===== src/design/stu_pkg.sv =====
// Package for the synapse trace and weight update block.
// Shared constants, register index codes and the configuration struct.
`default_nettype none
package stu_pkg;

  localparam int unsigned TRACE_W    = 32;
  localparam int unsigned RATE_W     = 29;
  localparam int unsigned GAIN_W     = 16;
  localparam int unsigned CFG_IDX_W  = 3;
  localparam int unsigned CFG_DATA_W = 32;

  localparam int unsigned LOG_FRAC   = 24;
  localparam int unsigned EXP_W      = 6;
  localparam int unsigned LOG_W      = EXP_W + LOG_FRAC;
  localparam int unsigned OPND_W     = 33;

  localparam logic [RATE_W-1:0] ONE_Q28 = RATE_W'(1) << 28;
  localparam logic [31:0]       LN2_Q32 = 32'd2977044472;

  localparam logic [RATE_W-1:0] PROB_RATE_RST = '0;
  localparam logic [RATE_W-1:0] ELIG_RATE_RST = '0;
  localparam logic [GAIN_W-1:0] GAIN_RST      = GAIN_W'(256);
  localparam logic [RATE_W-1:0] EPS_LIN_RST   = RATE_W'(26844);
  localparam logic [RATE_W-1:0] EPS_SQ_RST    = RATE_W'(3);

  // stage positions: 0 input, 1 sums, 2 normalize, 3..26 squaring, 27..30 weight
  localparam int unsigned PIPE_DEPTH  = 31;
  localparam int unsigned TRACE_STG   = 4;
  localparam int unsigned TRACE_DELAY = PIPE_DEPTH - 1 - TRACE_STG;

  typedef enum logic [CFG_IDX_W-1:0] {
    REG_PROB_RATE   = 3'd0,
    REG_ELIG_RATE   = 3'd1,
    REG_WEIGHT_GAIN = 3'd2,
    REG_EPS_LIN     = 3'd3,
    REG_EPS_SQ      = 3'd4
  } stu_reg_t;

  typedef struct packed {
    logic [RATE_W-1:0] prob_rate;
    logic [RATE_W-1:0] elig_rate;
    logic [GAIN_W-1:0] weight_gain;
  } stu_cfg_t;

endpackage
`default_nettype wire


===== src/design/stu_weight.sv =====
// Weight back end: log difference, scale by ln 2 and gain, round, saturate.
// Depends on stu_pkg.
`default_nettype none
module stu_weight (
  input  wire logic                          clk,
  input  wire logic                          adv,
  input  wire stu_pkg::stu_cfg_t             cfg,
  input  wire logic [stu_pkg::LOG_W-1:0]     log_a,
  input  wire logic [stu_pkg::LOG_W-1:0]     log_b,
  input  wire logic [stu_pkg::LOG_W-1:0]     log_c,
  output logic signed [31:0]                 weight,
  output logic                               weight_valid
);
  localparam int unsigned MW = stu_pkg::LOG_W + 1;

  logic [MW-1:0] pos, neg;
  logic [MW-1:0] mag_r;
  logic          neg1_r, neg2_r, neg3_r;
  logic [62:0]   lnp_r;
  logic [39:0]   ln_sum;
  logic [54:0]   wp_r;
  logic [55:0]   w_sum;
  logic [31:0]   wm;
  logic [31:0]   w_nxt;
  logic [31:0]   weight_r;
  logic          wvalid_r;

  assign pos = {1'b0, log_a} + (MW'(28) << stu_pkg::LOG_FRAC);
  assign neg = {1'b0, log_b} + {1'b0, log_c};

  assign ln_sum = {1'b0, lnp_r[62:24]} + 40'(lnp_r[23]);
  assign w_sum  = {1'b0, wp_r} + (56'(1) << 23);
  assign wm     = w_sum[55:24];

  always_comb begin
    if (neg3_r) begin
      w_nxt = (wm > 32'h8000_0000) ? 32'h8000_0000 : (32'd0 - wm);
    end else begin
      w_nxt = (wm > 32'h7FFF_FFFF) ? 32'h7FFF_FFFF : wm;
    end
    if (cfg.prob_rate == '0) w_nxt = '0;
  end

  always_ff @(posedge clk) begin
    if (adv) begin
      neg1_r   <= neg > pos;
      mag_r    <= (neg > pos) ? neg - pos : pos - neg;
      neg2_r   <= neg1_r;
      lnp_r    <= 63'(mag_r) * 63'(stu_pkg::LN2_Q32);
      neg3_r   <= neg2_r;
      wp_r     <= 55'(ln_sum[38:0]) * 55'(cfg.weight_gain);
      weight_r <= w_nxt;
      wvalid_r <= cfg.prob_rate != '0;
    end
  end

  assign weight       = weight_r;
  assign weight_valid = wvalid_r;
endmodule
`default_nettype wire


===== config.mk =====
export PLATFORM = sky130hd
export DESIGN_NAME = stu_weight
export DESIGN_NICKNAME = d
export VERILOG_FILES = /design/src/design/stu_pkg.sv /design/src/design/stu_weight.sv
export SDC_FILE = /design/constraint.sdc
export NUM_CORES = 2
export LEC_CHECK = 0
export ABC_CLOCK_PERIOD_IN_PS = 8000
export BUFFER_PORTS_ARGS = -buffer_cell sky130_fd_sc_hd__buf_2
export CORE_AREA = 4 4 346 348
export DETAILED_ROUTE_END_ITERATION = 7
export DIE_AREA = 0 0 350 352
export PLACE_DENSITY = 0.57
export SYNTH_ARGS = -nofsm -noshare
export SYNTH_HDL_FRONTEND = slang
export SYNTH_SLANG_ARGS = --single-unit

===== constraint.sdc =====
create_clock -name clk -period 8 [get_ports clk]
set_input_delay 0.8 -clock clk [delete_from_list [all_inputs] [get_ports clk]]
set_output_delay 0.8 -clock clk [all_outputs]
set_load 0.02 [all_outputs]

==> reports/results.ini <==
[synthesis]
synth-seq-cells = 139
post_synth_num_cell_types = 81
ys.flop_type = edfxtp_1
netlist_area_um2 = 46300
avgSynthCellArea_um2 = 9.11
syn_inst = 5088
synth_edf_count = 139
syn-num-nets = 6672
async_reset_ff_share_pct = 0
ys_warn_count = 0
synth_seq_area_share_pct = 9.01

[grt]
use_met2_pct = 35.7
grt-ovfl-total = 0
grt_use_total_pct = 20.5
grt_pass1_vias = 36844
top_usage_layer = met2
grt_max_degree = 85
grt_pass1_wl_mm = 201
grt_util_met1_pct = 27.6
antenna_found_initial = 2
use_met3_pct = 1.93

[timing]
setup_viol = 0
final_hold_viol_count = 0
slew_viol_final = 0
slew_headroom_pct = 39.9
whs_ps = 459
worst_pin_slew_ps = 879
finClkSkew_ps = 18.6
fin_crit_sh_pct = 96.3
max_freq_mhz = 130
post-route-min-period_ps = 7700

[clock_tree]
clock_latency_ps = 480
cts_tree = done
cts.reportedPaths.clkPinSlew_ps = 70
cts_sinks = 139
htreeDepth = 4
cts_inserted_buffers = 17
cts_root_buffer = clkbuf_16
cts.path.max_buffers = 2
cts_hold_buf = 0

[floorplanning]
die_area_um2 = 123000
die_w_um = 350
initial_core_util_pct = 39.9
io_pins = 199
core-area_um2 = 116000
std_cell_rows = 125
die_y_um = 352

[critical_path]
rr_worst_depth = 28
arrival_ps = 7930
worst-setup-path-type = reg2reg
end_kind = flip-flop
max_stage_delay_ps = 530
crit_slowest_cell = fa_1
crit_path_max_fanout = 14
cp.required_ps = 8230
reg2reg_setup_slack_ps = 300
critPathMostFrequentCell = fa_1
crit_buf_inv = 6
startpoint_type = flip-flop
r2r-end = wp_r[41]$_DFFE_PP_
crit_family = adder cells
r2r-start = lnp_r[39]$_DFFE_PP_

[route]
drt-total-wl_mm = 124
wl_per_cell_um = 18.1
via_per_inst = 5.11
drt_iter0_drc = 1947
postRouteAntennaNets = 0
first_pass_iters = 5
routed-via-count = 34970
drc_errors = 0

[layout]
fill_cells = 11464
syn2layout_area_growth_pct = 10.0
nets = 6889
drive_above_1_share_pct = 9.14
multiInputGateArea_um2 = 37200
seq_area_um2 = 4170

[min_path]
worstHoldStart = neg2_r$_DFFE_PP_
holdCritPathClass = reg2reg
whs_path_depth = 0
min_to = neg3_r$_DFFE_PP_

[placement]
routabilityCongestion = 0.950
dp_hpwl_mm = 104
port_buffers = 169

[run_status]
status = completed

[job]
maxCapViolCount = 0

sequential cells by signal, indices dropped and copies added, names as in the netlist:
register	count
neg2_r	1
lnp_r	40
neg1_r	1
wp_r	32
weight	32
weight_valid	1
neg3_r	1
mag_r	31
repair_timing:
action                     CTS  global route
setup buffers                0             4
setup endpoints to repair    1            31
pin swaps                    0             5
resized for setup            1            31
worst register-to-register path, delay by kind of cell, from the launching register on:
kind            cells  cell delay [ps]
compound gates      5             1080
xor+xnor            1              230
fa+ha+maj           7             3400
buf+inv             6              730
flops               1              360
simple gates        9             1670
worst max-delay path by stage:
stage / from / end / slack [ps] / depth (start not counted)
after detailed placement: lnp_r[23]$_DFFE_PP_ / wp_r[40]$_DFFE_PP_ / 50 / 30
after global routing: lnp_r[23]$_DFFE_PP_ / wp_r[38]$_DFFE_PP_ / -50 / 31
after CTS: lnp_r[23]$_DFFE_PP_ / wp_r[53]$_DFFE_PP_ / 80 / 30
after floorplan: lnp_r[23]$_DFFE_PP_ / wp_r[54]$_DFFE_PP_ / 160 / 30
after global placement: lnp_r[23]$_DFFE_PP_ / wp_r[40]$_DFFE_PP_ / 80 / 30
final: lnp_r[39]$_DFFE_PP_ / wp_r[41]$_DFFE_PP_ / 300 / 28
metrics by stage:
step / setup TNS, ps / std cells / util (%) / cell area, um^2 / worst slack, ps
floorplan: 0 / 5088 / - / 46300 / 162
global placement: 0 / 6806 / 43.2 / 50200 / 77.3
detailed placement: 0 / 6806 / 43.2 / 50200 / 49.1
CTS: 0 / 6837 / 43.7 / 50800 / 78.7
global route: -130 / 6842 / 43.9 / 51000 / -46.4
finish: 0 / 6842 / 43.9 / 51000 / 300
per-layer routing:
| layer | share of wire (%) | vias up |
|---|---|---|
| met5 | 0 | - |
| met4 | 2.5 | 0 |
| met3 | 4.0 | 146 |
| met2 | 49 | 784 |
| met1 | 44 | 17585 |
| li1 | - | 16455 |
cell type report:
class                      instances  area share (%)
timing repair buffer             384            5.39
tap                             1524            3.74
sequential                       139            8.19
antenna                            1         0.00491
clock buffer                      17           0.835
inverter                        1158            8.53
multi-input combinational       3605            73.0
clock inverter                    14           0.280
logic make-up after synthesis:
kind of cell | count (synthesis) | share of synthesized area [%]
muxes | 32 | 0.708
and+or+nand+nor | 1277 | 13.4
adders and majority gates | 1418 | 52.4
xor gates and xnor gates | 220 | 4.16
DFF | 139 | 9.01
buffers and inverters | 1344 | 11.0
AOI/OAI and AO/OA | 658 | 9.38
placed cells by master, fill, tap and decap left out, types with 8 or more instances in the layout:
master / count
a211oi_1: 26
a21o_1: 105
a21oi_1: 197
a221oi_1: 10
a221oi_2: 9
a311oi_1: 8
a31oi_1: 26
and2_1: 259
and3_1: 40
and4_1: 14
buf_12: 22
buf_2: 168
buf_4: 192
clkbuf_16: 17
edfxtp_1: 139
fa_1: 869
ha_1: 548
inv_1: 1158
mux2i_1: 26
nand2_1: 539
nand2b_1: 13
nand3_1: 77
nand4_1: 56
nor2_1: 151
nor2b_1: 10
nor3_1: 50
nor4_1: 19
o211ai_1: 19
o21a_1: 11
o21ai_0: 111
o21bai_1: 33
o31ai_1: 13
or3_1: 14
xnor2_1: 134
xor2_1: 82
synthesized netlist by cell type (28+ instances only):
master | n | area, um^2
a211oi_1 | 28 | 210
ha_1 | 549 | 6870
xnor2_1 | 137 | 1200
nor3_1 | 52 | 260
nand2_1 | 540 | 2030
and3_1 | 40 | 250
nor2_1 | 155 | 582
inv_1 | 1158 | 4350
o21bai_1 | 33 | 248
nand3_1 | 78 | 390
a21o_1 | 105 | 788
fa_1 | 869 | 17400
edfxtp_1 | 139 | 4170
a21oi_1 | 202 | 1010
xor2_1 | 83 | 727
nand4_1 | 56 | 350
and2_1 | 259 | 1620
o21ai_0 | 111 | 556
clkbuf_1 | 168 | 631
Power is not shown: default switching activity piles up to over one toggle a cycle in this logic, so the estimate is an artifact.
